--- config.mk ---
export PLATFORM = sky130hd
export DESIGN_NAME = square_wave_tone_generator_flat
export DESIGN_NICKNAME = d
export VERILOG_FILES = /design/src/hw/rtl/swtg_pkg.sv /design/src/hw/rtl/swtg_ifs.sv /design/src/hw/rtl/swtg_prep.sv /design/src/hw/rtl/swtg_core.sv /design/src/hw/rtl/square_wave_tone_generator.sv /design/src/flat_wrapper.sv
export SDC_FILE = /design/constraint.sdc
export NUM_CORES = 2
export LEC_CHECK = 0
export BUFFER_PORTS_ARGS = -buffer_cell sky130_fd_sc_hd__buf_2
export CELL_PAD_IN_SITES_DETAIL_PLACEMENT = 2
export CELL_PAD_IN_SITES_GLOBAL_PLACEMENT = 2
export CORE_MARGIN = 8
export CORE_UTILIZATION = 48
export DETAILED_ROUTE_END_ITERATION = 6
export PLACE_DENSITY_LB_ADDON = 0.1
export SYNTH_ARGS = -nofsm -noshare
export SYNTH_HDL_FRONTEND = slang
export SYNTH_SLANG_ARGS = --single-unit
--- constraint.sdc ---
create_clock -name clock -period 10.5 [get_ports clock]
set_input_delay 1.05 -clock clock [delete_from_list [all_inputs] [get_ports clock]]
set_output_delay 1.05 -clock clock [all_outputs]
set_load 0.01 [all_outputs]
--- src/hw/rtl/swtg_pkg.sv ---
// Shared types and constants for the square-wave tone generator.
package swtg_pkg;

   localparam int FREQ_W   = 16;
   localparam int DUR_W    = 16;
   localparam int PHASE_W  = 16;
   localparam int CNT_W    = 22;
   localparam int AMP_W    = 15;
   localparam int SAMPLE_W = 16;
   localparam int CMD_W    = 2;

   localparam logic [AMP_W-1:0] AMP_RESET = AMP_W'(16000);
   localparam logic [CNT_W-1:0] COUNT_MAX = {CNT_W{1'b1}};

   // Milliseconds per second, and the bits its remainder needs.
   localparam int MS_PER_S  = 1000;
   localparam int MS_FRAC_W = $clog2(MS_PER_S);

   typedef enum logic [CMD_W-1:0] {
      CMD_PLAY = 2'd0,
      CMD_STOP = 2'd1,
      CMD_TICK = 2'd2
   } cmd_type;

   // One command after the arithmetic front end: increment and count precomputed.
   typedef struct packed {
      cmd_type             cmd;
      logic [FREQ_W-1:0]   freq;
      logic [PHASE_W-1:0]  inc;
      logic [CNT_W-1:0]    cnt;
   } item_type;

endpackage

--- src/hw/rtl/swtg_ifs.sv ---
// Valid/ready channel interfaces for commands, samples and the amplitude register.
interface swtg_req_if;
   logic                        valid;
   logic                        ready;
   logic [swtg_pkg::CMD_W-1:0]  cmd;
   logic [swtg_pkg::FREQ_W-1:0] tone_freq;
   logic [swtg_pkg::DUR_W-1:0]  duration_ms;

   modport source (output valid, cmd, tone_freq, duration_ms, input ready);
   modport sink   (input valid, cmd, tone_freq, duration_ms, output ready);
endinterface

interface swtg_rsp_if;
   logic                                 valid;
   logic                                 ready;
   logic signed [swtg_pkg::SAMPLE_W-1:0] sample;
   logic                                 tone_active;

   modport source (output valid, sample, tone_active, input ready);
   modport sink   (input valid, sample, tone_active, output ready);
endinterface

interface swtg_csr_if;
   logic                       valid;
   logic                       ready;
   logic [swtg_pkg::AMP_W-1:0] amplitude;

   modport source (output valid, amplitude, input ready);
   modport sink   (input valid, amplitude, output ready);
endinterface

--- src/hw/rtl/swtg_prep.sv ---
// Arithmetic front end: phase increment and sample count from each command's fields.
module swtg_prep #(
   parameter int AUDIO_RATE = 44100
) (
   input  logic                   clock,
   input  logic                   reset,
   swtg_req_if.sink               req,
   output logic                   item_valid,
   input  logic                   item_ready,
   output swtg_pkg::item_type     item
);

   localparam int FREQ_W  = swtg_pkg::FREQ_W;
   localparam int DUR_W   = swtg_pkg::DUR_W;
   localparam int PHASE_W = swtg_pkg::PHASE_W;
   localparam int CNT_W   = swtg_pkg::CNT_W;
   localparam int NUM_W   = FREQ_W + PHASE_W;
   localparam int SR_W    = $clog2(AUDIO_RATE + 1);

   // freq * 2^PHASE_W / rate via a reciprocal scaled by 2^NUM_W; off by at most one.
   localparam longint unsigned INC_RECIP = (64'd1 << NUM_W) / AUDIO_RATE;
   localparam int RECIP_W = $clog2(INC_RECIP + 1);
   localparam int FP_W    = FREQ_W + RECIP_W;
   localparam int FQS_W   = RECIP_W + SR_W;

   // dur * rate / 1000 = dur * whole_khz + (dur * frac) / 1000.
   localparam int RATE_KHZ  = AUDIO_RATE / swtg_pkg::MS_PER_S;
   localparam int RATE_FRAC = AUDIO_RATE % swtg_pkg::MS_PER_S;
   localparam int KHZ_W     = $clog2(RATE_KHZ + 1);
   localparam int DB_W      = DUR_W + KHZ_W;
   localparam int DY_W      = DUR_W + swtg_pkg::MS_FRAC_W;
   localparam longint unsigned DIV_RECIP = (64'd1 << DY_W) / swtg_pkg::MS_PER_S;
   localparam int DRECIP_W  = $clog2(DIV_RECIP + 1);
   localparam int DP_W      = DY_W + DRECIP_W;
   localparam int DQS_W     = DRECIP_W + swtg_pkg::MS_FRAC_W;
   localparam int RAW_W     = DUR_W + SR_W;

   logic rdy1, rdy2, rdy3, rdy4, rdy5, rdy6;

   logic                  s1_valid_ff;
   swtg_pkg::cmd_type     s1_cmd_ff;
   logic [FREQ_W-1:0]     s1_freq_ff;
   logic [DUR_W-1:0]      s1_dur_ff;

   logic                  s2_valid_ff;
   swtg_pkg::cmd_type     s2_cmd_ff;
   logic [FREQ_W-1:0]     s2_freq_ff;
   logic [DUR_W-1:0]      s2_dur_ff;
   logic [FP_W-1:0]       s2_fp_in, s2_fp_ff;
   logic [DY_W-1:0]       s2_dy_in, s2_dy_ff;

   logic                  s3_valid_ff;
   swtg_pkg::cmd_type     s3_cmd_ff;
   logic [FREQ_W-1:0]     s3_freq_ff;
   logic [DUR_W-1:0]      s3_dur_ff;
   logic [DY_W-1:0]       s3_dy_ff;
   logic [RECIP_W-1:0]    s3_fq_in, s3_fq_ff;
   logic [FQS_W-1:0]      s3_fqs_in, s3_fqs_ff;
   logic [DP_W-1:0]       s3_dp_in, s3_dp_ff;

   logic                  s4_valid_ff;
   swtg_pkg::cmd_type     s4_cmd_ff;
   logic [FREQ_W-1:0]     s4_freq_ff;
   logic [DUR_W-1:0]      s4_dur_ff;
   logic [DY_W-1:0]       s4_dy_ff;
   logic [NUM_W-1:0]      inc_num, inc_rem;
   logic                  inc_corr;
   logic [PHASE_W-1:0]    s4_inc_in, s4_inc_ff;
   logic [DRECIP_W-1:0]   s4_dq_in, s4_dq_ff;
   logic [DQS_W-1:0]      s4_dqs_in, s4_dqs_ff;
   logic [DB_W-1:0]       s4_dbase_in, s4_dbase_ff;

   logic                  s5_valid_ff;
   swtg_pkg::cmd_type     s5_cmd_ff;
   logic [FREQ_W-1:0]     s5_freq_ff;
   logic [DUR_W-1:0]      s5_dur_ff;
   logic [PHASE_W-1:0]    s5_inc_ff;
   logic [DY_W-1:0]       dur_rem;
   logic                  dur_corr;
   logic [RAW_W-1:0]      s5_raw_in, s5_raw_ff;

   logic                  s6_valid_ff;
   logic [CNT_W-1:0]      s6_cnt_in;
   swtg_pkg::item_type    s6_item_ff;

   // Each stage moves when it is empty or the stage after it moves.
   assign rdy6      = !s6_valid_ff || item_ready;
   assign rdy5      = !s5_valid_ff || rdy6;
   assign rdy4      = !s4_valid_ff || rdy5;
   assign rdy3      = !s3_valid_ff || rdy4;
   assign rdy2      = !s2_valid_ff || rdy3;
   assign rdy1      = !s1_valid_ff || rdy2;
   assign req.ready = rdy1;

   always_ff @(posedge clock) begin
      if (reset) begin
         s1_valid_ff <= 1'b0;
         s2_valid_ff <= 1'b0;
         s3_valid_ff <= 1'b0;
         s4_valid_ff <= 1'b0;
         s5_valid_ff <= 1'b0;
         s6_valid_ff <= 1'b0;
      end else begin
         if (rdy1) s1_valid_ff <= req.valid;
         if (rdy2) s2_valid_ff <= s1_valid_ff;
         if (rdy3) s3_valid_ff <= s2_valid_ff;
         if (rdy4) s4_valid_ff <= s3_valid_ff;
         if (rdy5) s5_valid_ff <= s4_valid_ff;
         if (rdy6) s6_valid_ff <= s5_valid_ff;
      end
   end

   // Stage 2: reciprocal products.
   assign s2_fp_in = FP_W'(s1_freq_ff) * FP_W'(INC_RECIP);
   assign s2_dy_in = DY_W'(s1_dur_ff) * DY_W'(RATE_FRAC);

   // Stage 3: quotient estimates and the back-multiply for the increment.
   assign s3_fq_in  = RECIP_W'(s2_fp_ff >> FREQ_W);
   assign s3_fqs_in = FQS_W'(s3_fq_in) * FQS_W'(AUDIO_RATE);
   assign s3_dp_in  = DP_W'(s2_dy_ff) * DP_W'(DIV_RECIP);

   // Stage 4: correct the increment, back-multiply the duration fraction.
   assign inc_num     = {s3_freq_ff, {PHASE_W{1'b0}}};
   assign inc_rem     = inc_num - NUM_W'(s3_fqs_ff);
   assign inc_corr    = inc_rem >= NUM_W'(AUDIO_RATE);
   assign s4_inc_in   = PHASE_W'(s3_fq_ff) + PHASE_W'(inc_corr);
   assign s4_dq_in    = DRECIP_W'(s3_dp_ff >> DY_W);
   assign s4_dqs_in   = DQS_W'(s4_dq_in) * DQS_W'(swtg_pkg::MS_PER_S);
   assign s4_dbase_in = DB_W'(s3_dur_ff) * DB_W'(RATE_KHZ);

   // Stage 5: correct the fraction and add the whole-kHz part.
   assign dur_rem   = s4_dy_ff - DY_W'(s4_dqs_ff);
   assign dur_corr  = dur_rem >= DY_W'(swtg_pkg::MS_PER_S);
   assign s5_raw_in = RAW_W'(s4_dbase_ff) + RAW_W'(s4_dq_ff) + RAW_W'(dur_corr);

   // Stage 6: zero means endless, else at least one sample, saturated to the counter.
   always_comb begin
      if (s5_dur_ff == '0) begin
         s6_cnt_in = '0;
      end else if (s5_raw_ff == '0) begin
         s6_cnt_in = CNT_W'(1);
      end else if (s5_raw_ff > RAW_W'(swtg_pkg::COUNT_MAX)) begin
         s6_cnt_in = swtg_pkg::COUNT_MAX;
      end else begin
         s6_cnt_in = CNT_W'(s5_raw_ff);
      end
   end

   always_ff @(posedge clock) begin
      if (rdy1) begin
         s1_cmd_ff  <= swtg_pkg::cmd_type'(req.cmd);
         s1_freq_ff <= req.tone_freq;
         s1_dur_ff  <= req.duration_ms;
      end
      if (rdy2) begin
         s2_cmd_ff  <= s1_cmd_ff;
         s2_freq_ff <= s1_freq_ff;
         s2_dur_ff  <= s1_dur_ff;
         s2_fp_ff   <= s2_fp_in;
         s2_dy_ff   <= s2_dy_in;
      end
      if (rdy3) begin
         s3_cmd_ff  <= s2_cmd_ff;
         s3_freq_ff <= s2_freq_ff;
         s3_dur_ff  <= s2_dur_ff;
         s3_dy_ff   <= s2_dy_ff;
         s3_fq_ff   <= s3_fq_in;
         s3_fqs_ff  <= s3_fqs_in;
         s3_dp_ff   <= s3_dp_in;
      end
      if (rdy4) begin
         s4_cmd_ff   <= s3_cmd_ff;
         s4_freq_ff  <= s3_freq_ff;
         s4_dur_ff   <= s3_dur_ff;
         s4_dy_ff    <= s3_dy_ff;
         s4_inc_ff   <= s4_inc_in;
         s4_dq_ff    <= s4_dq_in;
         s4_dqs_ff   <= s4_dqs_in;
         s4_dbase_ff <= s4_dbase_in;
      end
      if (rdy5) begin
         s5_cmd_ff  <= s4_cmd_ff;
         s5_freq_ff <= s4_freq_ff;
         s5_dur_ff  <= s4_dur_ff;
         s5_inc_ff  <= s4_inc_ff;
         s5_raw_ff  <= s5_raw_in;
      end
      if (rdy6) begin
         s6_item_ff.cmd  <= s5_cmd_ff;
         s6_item_ff.freq <= s5_freq_ff;
         s6_item_ff.inc  <= s5_inc_ff;
         s6_item_ff.cnt  <= s6_cnt_in;
      end
   end

   assign item_valid = s6_valid_ff;
   assign item       = s6_item_ff;

   a_stage_hold: assert property (@(posedge clock) disable iff (reset)
      (s1_valid_ff && !rdy2) |=> (s1_valid_ff && $stable(s1_freq_ff) && $stable(s1_dur_ff)))
      else $error("stage 1 item lost or changed while stalled");

   a_inc_estimate: assert property (@(posedge clock) disable iff (reset)
      s3_valid_ff |-> (inc_rem < NUM_W'(2 * AUDIO_RATE)))
      else $error("phase increment estimate off by more than one");

   a_dur_estimate: assert property (@(posedge clock) disable iff (reset)
      s4_valid_ff |-> (dur_rem < DY_W'(2 * swtg_pkg::MS_PER_S)))
      else $error("duration quotient estimate off by more than one");

endmodule

--- src/hw/rtl/swtg_core.sv ---
// Tone state (frequency, phase, countdown) and the sample output register.
module swtg_core (
   input  logic                         clock,
   input  logic                         reset,
   input  logic                         item_valid,
   output logic                         item_ready,
   input  swtg_pkg::item_type           item,
   input  logic [swtg_pkg::AMP_W-1:0]   amplitude,
   swtg_rsp_if.source                   rsp
);

   localparam int FREQ_W   = swtg_pkg::FREQ_W;
   localparam int PHASE_W  = swtg_pkg::PHASE_W;
   localparam int CNT_W    = swtg_pkg::CNT_W;
   localparam int SAMPLE_W = swtg_pkg::SAMPLE_W;

   logic                       item_fire;
   logic                       tick_fire;

   logic [FREQ_W-1:0]          freq_in, freq_ff;
   logic [CNT_W-1:0]           count_in, count_ff;
   logic [PHASE_W-1:0]         phase_in, phase_ff;
   logic [PHASE_W-1:0]         inc_in, inc_ff;

   logic                       emit;
   logic signed [SAMPLE_W-1:0] level;
   logic signed [SAMPLE_W-1:0] sample_in, sample_ff;
   logic                       active_in, active_ff;
   logic                       rsp_valid_ff;

   // Only a tick needs the output register; other commands pass while it is full.
   assign item_ready = !(item_valid && (item.cmd == swtg_pkg::CMD_TICK)
                         && rsp_valid_ff && !rsp.ready);
   assign item_fire  = item_valid && item_ready;
   assign tick_fire  = item_fire && (item.cmd == swtg_pkg::CMD_TICK);

   assign level = $signed(SAMPLE_W'(amplitude));

   always_comb begin
      freq_in   = freq_ff;
      count_in  = count_ff;
      phase_in  = phase_ff;
      inc_in    = inc_ff;
      emit      = 1'b0;
      sample_in = '0;
      active_in = 1'b0;
      if (item_fire) begin
         unique case (item.cmd)
            swtg_pkg::CMD_PLAY: begin
               freq_in  = item.freq;
               count_in = item.cnt;
               phase_in = '0;
               inc_in   = item.inc;
            end
            swtg_pkg::CMD_STOP: begin
               freq_in = '0;
            end
            swtg_pkg::CMD_TICK: begin
               emit = 1'b1;
               if (freq_ff != '0) begin
                  active_in = 1'b1;
                  sample_in = phase_ff[PHASE_W-1] ? -level : level;
                  phase_in  = phase_ff + inc_ff;
                  if (count_ff != '0) begin
                     count_in = count_ff - CNT_W'(1);
                     if (count_ff == CNT_W'(1)) begin
                        freq_in = '0;
                     end
                  end
               end
            end
            default: begin
            end
         endcase
      end
   end

   always_ff @(posedge clock) begin
      if (reset) begin
         freq_ff      <= '0;
         count_ff     <= '0;
         phase_ff     <= '0;
         rsp_valid_ff <= 1'b0;
      end else begin
         freq_ff  <= freq_in;
         count_ff <= count_in;
         phase_ff <= phase_in;
         if (emit) begin
            rsp_valid_ff <= 1'b1;
         end else if (rsp.ready) begin
            rsp_valid_ff <= 1'b0;
         end
      end
   end

   always_ff @(posedge clock) begin
      inc_ff <= inc_in;
      if (emit) begin
         sample_ff <= sample_in;
         active_ff <= active_in;
      end
   end

   assign rsp.valid       = rsp_valid_ff;
   assign rsp.sample      = sample_ff;
   assign rsp.tone_active = active_ff;

   a_no_overwrite: assert property (@(posedge clock) disable iff (reset)
      tick_fire |-> (!rsp_valid_ff || rsp.ready))
      else $error("tick result overwrote an untaken sample");

   a_count_expiry: assert property (@(posedge clock) disable iff (reset)
      (tick_fire && (freq_ff != '0) && (count_ff == CNT_W'(1))) |=> (freq_ff == '0))
      else $error("tone kept sounding after its last sample");

   a_phase_moves: assert property (@(posedge clock) disable iff (reset)
      (phase_ff != $past(phase_ff)) |-> $past(item_fire))
      else $error("phase changed without a command");

endmodule

--- src/hw/rtl/square_wave_tone_generator.sv ---
// Square-wave tone generator top level: amplitude register, front end and tone core.
//
// Buzzer-style tone source built on a 16-bit phase accumulator. Each transfer on req
// carries one command: play (load tone_freq, clear the phase and start a countdown of
// duration_ms * AUDIO_RATE / 1000 samples, at least one, with a duration of zero
// playing until stopped), stop (silence the tone, keep phase and count) or tick (emit
// one sample on rsp: +amplitude while the phase is in its lower half, -amplitude in
// its upper half, 0 when silent). Command code 3 is dropped without a result. The
// block takes one command per clock cycle unless a tick is held behind an untaken
// sample; a tick's transfer loads the first of the six stages of the arithmetic front
// end (the phase increment and sample count are divided by constants through
// reciprocal multiplies with a one-step correction), and the output register loads
// from the last stage after the tick has passed through all six. Up to six commands
// sit in the front end while a finished sample waits on rsp, so req keeps taking
// transfers until that front end is full; play and stop complete while a sample
// waits, ticks hold. The amplitude register on csr is always ready and resets to
// 16000; write it only while no command is in flight.
module square_wave_tone_generator #(
   parameter int AUDIO_RATE = 44100
) (
   input  logic        clock,
   input  logic        reset,
   swtg_req_if.sink    req,
   swtg_rsp_if.source  rsp,
   swtg_csr_if.sink    csr
);

   logic [swtg_pkg::AMP_W-1:0] amp_ff;
   logic                       item_valid;
   logic                       item_ready;
   swtg_pkg::item_type         item;

   // Amplitude register: take every csr transfer.
   assign csr.ready = 1'b1;

   always_ff @(posedge clock) begin
      if (reset) begin
         amp_ff <= swtg_pkg::AMP_RESET;
      end else if (csr.valid) begin
         amp_ff <= csr.amplitude;
      end
   end

   // Precompute the phase increment and sample count for every command.
   swtg_prep #(
      .AUDIO_RATE (AUDIO_RATE)
   ) u_prep (
      .clock      (clock),
      .reset      (reset),
      .req        (req),
      .item_valid (item_valid),
      .item_ready (item_ready),
      .item       (item)
   );

   // Apply commands to the tone state and hold tick results for rsp.
   swtg_core u_core (
      .clock      (clock),
      .reset      (reset),
      .item_valid (item_valid),
      .item_ready (item_ready),
      .item       (item),
      .amplitude  (amp_ff),
      .rsp        (rsp)
   );

endmodule

--- src/flat_wrapper.sv ---
// flat-port wrapper written by rule: the top's interface ports become plain ports
module square_wave_tone_generator_flat 
#(
   parameter int AUDIO_RATE = 44100
)
  (clock, reset, req_valid, req_cmd, req_tone_freq, req_duration_ms, req_ready, rsp_valid, rsp_sample, rsp_tone_active, rsp_ready, csr_valid, csr_amplitude, csr_ready);
  swtg_req_if req_i ();
  swtg_rsp_if rsp_i ();
  swtg_csr_if csr_i ();
  input  logic clock;
  input  logic reset;
  input wire logic [$bits(req_i.valid)-1:0] req_valid;
  input wire logic [$bits(req_i.cmd)-1:0] req_cmd;
  input wire logic [$bits(req_i.tone_freq)-1:0] req_tone_freq;
  input wire logic [$bits(req_i.duration_ms)-1:0] req_duration_ms;
  output wire logic [$bits(req_i.ready)-1:0] req_ready;
  output wire logic [$bits(rsp_i.valid)-1:0] rsp_valid;
  output wire logic [$bits(rsp_i.sample)-1:0] rsp_sample;
  output wire logic [$bits(rsp_i.tone_active)-1:0] rsp_tone_active;
  input wire logic [$bits(rsp_i.ready)-1:0] rsp_ready;
  input wire logic [$bits(csr_i.valid)-1:0] csr_valid;
  input wire logic [$bits(csr_i.amplitude)-1:0] csr_amplitude;
  output wire logic [$bits(csr_i.ready)-1:0] csr_ready;
  assign req_i.valid = req_valid;
  assign req_i.cmd = req_cmd;
  assign req_i.tone_freq = req_tone_freq;
  assign req_i.duration_ms = req_duration_ms;
  assign req_ready = req_i.ready;
  assign rsp_valid = rsp_i.valid;
  assign rsp_sample = rsp_i.sample;
  assign rsp_tone_active = rsp_i.tone_active;
  assign rsp_i.ready = rsp_ready;
  assign csr_i.valid = csr_valid;
  assign csr_i.amplitude = csr_amplitude;
  assign csr_ready = csr_i.ready;
  square_wave_tone_generator #(.AUDIO_RATE(AUDIO_RATE)) u_core (.clock(clock), .reset(reset), .req(req_i), .rsp(rsp_i), .csr(csr_i));
endmodule
==> summary.md <==
| Metric | Value |
|---|---|
| CP peak stage delay | 730 ps |
| CTS tree | built |
| Die Span Y | 303 um |
| Area fraction of the dominant cell type after synthesis | 0.376 |
| Setup violators final | 0 |
| Async SR Flop Fraction | 0 |
| Top-count cell post-synth | inv_1 |
| Clock sinks | 571 |
| Clock Skew | 32.7 ps |
| Fmax | 0.138 GHz |
| Vias per cell | 5.66 |
| Post-route DRC violation count | 0 |
| Total negative slack | 0 ps |
| Hold_sp | u_core.u_prep.s4_freq_ff[6] |
| Max Transition Viols Final | 0 |
| Post-DP HPWL | 87.2 mm |
| Clock Path Buffers | 3 |
| Number of flops mapped to enable cells by yosys | 495 |
| Die X | 303 um |
| Crit path buf inv count | 4 |
| Post-layout minimum cycle time | 7260 ps |
| Cell depth of the worst hold path | 0 |
| R2R Path Start | u_core.u_prep.s1_freq_ff[13] |
| Setup crit start kind | register |
| Status | complete, no violations |
| WL/cell | 25.3 um |
| Worst EP arrival | 7640 ps |
| Share of post-route cells with drive strength above 1 | 0.0642 |
| Antenna violations before repair | 3 |
| Endpoint, Worst Hold | u_core.u_prep.s5_freq_ff[6] |
| Mean Syn Cell Area | 11.7 um^2 |
| DR pass1 iterations | 5 |
| Hold buffer count at cts | 0 |
| Endpoint required time on the critical path | 10890 ps |
| Port bufs | 72 |
| Tot GR Track Use | 0.257 |
| Cell family contributing the most delay on the critical path | adder cells |
| YS warnings | 0 |
| Routed WL | 117 mm |
| Antenna Nets Post-Route | 0 |
| CTS Root Cell | clkbuf_16 |
| Least-Margin Pin Slew | 1270 ps |
| Crit Path Class | reg2reg |
| CP max-delay cell | fa_1 |
| Largest net degree at the start of global routing | 77 |
| Die Area | 91800 um^2 |
| Worst Setup End Kind | register |
| Drt initial violations | 1126 |
| #FFs+latches synth | 571 |
| Synth unique cells | 77 |
| Synth top cells by count | inv_1, ha_1, edfxtp_1 |
| Area of the core | 81800 um^2 |
| Top cells by area, synth | edfxtp_1, ha_1, fa_1 |
| Ant diodes | 0 |
| R2R Setup Slk | 3240 ps |
| Placer Congestion | 0.855 |
| HP Class | reg2reg |
| Num rows | 105 |
| RSZ-0062 raised after global routing | false |
| Critical R2R Capture | u_core.u_prep.s2_fp_ff[32] |
| Global-route wire length before repair | 182 mm |
| H-tree levels | 3 |
| Reg2reg path depth | 20 |
| Crit-path cells | fa_1, inv_1, fa_1, inv_1, fa_1, fa_1, fa_1, inv_1, fa_1, inv_1, ha_1, nand4_1, nor2_1, o211ai_1, a31oi_1, a311o_1, and3_1, a2111o_1, a2111o_1, o211a_1 |
| Most frequent CP cell | fa_1 |
| Max Fanout on Critical Path | 5 |
| Clock slew at reported path FFs | 60 ps |
| Via count | 26100 |
| MaxCap Viol Count | 0 |
| Nets@finish | 4411 |
| Clk_lat worst skew | 640 ps |
| Syn_nets | 4298 |
| Slew Limit Headroom | 0.154 |
| Area leader, netlist | edfxtp_1 |
| Ys flop type | edfxtp_1 |
| Final Hold Fails | 0 |
| Period utilization | 0.691 |
| Top Ports | 74 |
| Cell area after synthesis | 39500 um^2 |
| Setup Buffers After CTS | 0 |
| Post-cts sizing count | 0 |
| Seq/Total Area, Yosys | 0.414 |
| Congestion Overflow GR | 0 |
| Mapped Cells | 3384 |
| Inserted Clock Buffers | 68 |
| Area added between synthesis and finish | 10.2% |
| Vias in the first global route | 31100 |
| Starting density of the core | 0.483 |
[cell usage in the layout (no fill, tap or decap), types with 23 or more instances in the layout]
cell,instances
buf_2,72
xor2_1,62
o21ai_0,80
nor2b_1,29
o21a_1,28
fa_1,266
nor3_1,33
nand4_1,23
clkbuf_16,70
ha_1,594
a211oi_1,25
nand3_1,48
nand2_1,103
a21o_1,52
a21oi_1,146
nor2_1,221
dfxtp_1,76
edfxtp_1,495
and3_1,26
inv_1,627
xnor2_1,102
[per-stage QoR]
step	setup slack, ps	cells	cell area (um^2)	hold slack [ps]	utilization
floorplan	4070	3384	39500	400	-
finish	3240	4621	43600	407	0.532
CTS	3210	4621	43600	409	0.532
global route	2920	4621	43600	418	0.532
global placement	3590	4497	41200	400	0.503
detailed placement	3380	4497	41200	406	0.503
[cell families after synthesis]
group / share of synthesized area
xor+xnor: 0.0363
other cells: 0.0000949
buf+inv: 0.0640
simple gates: 0.0755
flops: 0.414
compound gates: 0.0820
mux: 0.00487
fa+ha+maj: 0.323
[state kept, by name, summed over array words and instances (netlist names), 17 cells and up]
signal,cells
u_core.u_prep.s4_dqs_ff,23
u_core.u_prep.s4_dbase_ff,19
u_core.u_prep.s3_fqs_ff,26
u_core.u_prep.s4_dy_ff,18
u_core.u_core.count_ff,22
u_core.u_prep.s3_dy_ff,18
u_core.u_prep.s5_raw_ff,23
u_core.u_prep.item,56
u_core.u_prep.s2_dy_ff,18
u_core.u_prep.s2_fp_ff,17
[metal layers]
layer	up-vias	GRT usage	wire, um
met5	-	0	13
met4	2	0.0897	4060
met3	244	0.0343	3510
li1	11900	-	-
met2	473	0.483	62000
met1	13500	0.299	47100
[how the worst max path moves through the flow]
stage	endpoint	from	cells after the start	slack, ps
4_1_cts	u_core.u_prep.s2_fp_ff[32]	u_core.u_prep.s1_freq_ff[13]	20	3210
2_1_floorplan	u_core.u_prep.s2_fp_ff[32]	u_core.u_prep.s1_freq_ff[14]	20	4070
3_3_place_gp	u_core.u_prep.s2_fp_ff[32]	u_core.u_prep.s1_freq_ff[13]	20	3590
3_5_place_dp	u_core.u_prep.s2_fp_ff[32]	u_core.u_prep.s1_freq_ff[13]	20	3380
6_report	u_core.u_prep.s2_fp_ff[32]	u_core.u_prep.s1_freq_ff[13]	20	3240
5_1_grt	u_core.u_prep.s2_fp_ff[32]	u_core.u_prep.s1_freq_ff[13]	20	2920
[worst reg2reg max path: stages, from the launching register on]
cell      delay, ps
edfxtp_1        520
fa_1            730
inv_1           160
fa_1            550
inv_1            60
fa_1            510
fa_1            530
fa_1            550
inv_1            60
fa_1            530
inv_1            50
ha_1            320
nand4_1         130
nor2_1           90
o211ai_1        180
a31oi_1         340
a311o_1         480
and3_1          260
a2111o_1        480
a2111o_1        380
o211a_1         130
[cell type report]
class | count | area (um^2)
fill | 7875 | 38300
multi-input combinational | 2144 | 20600
sequential | 571 | 16400
inverter | 630 | 2360
clock buffer | 83 | 1860
tap | 1070 | 1340
clock inverter | 41 | 526
timing repair buffer | 82 | 435
Power is not shown: default switching activity piles up to over one toggle a cycle in this logic, so the estimate is an artifact.
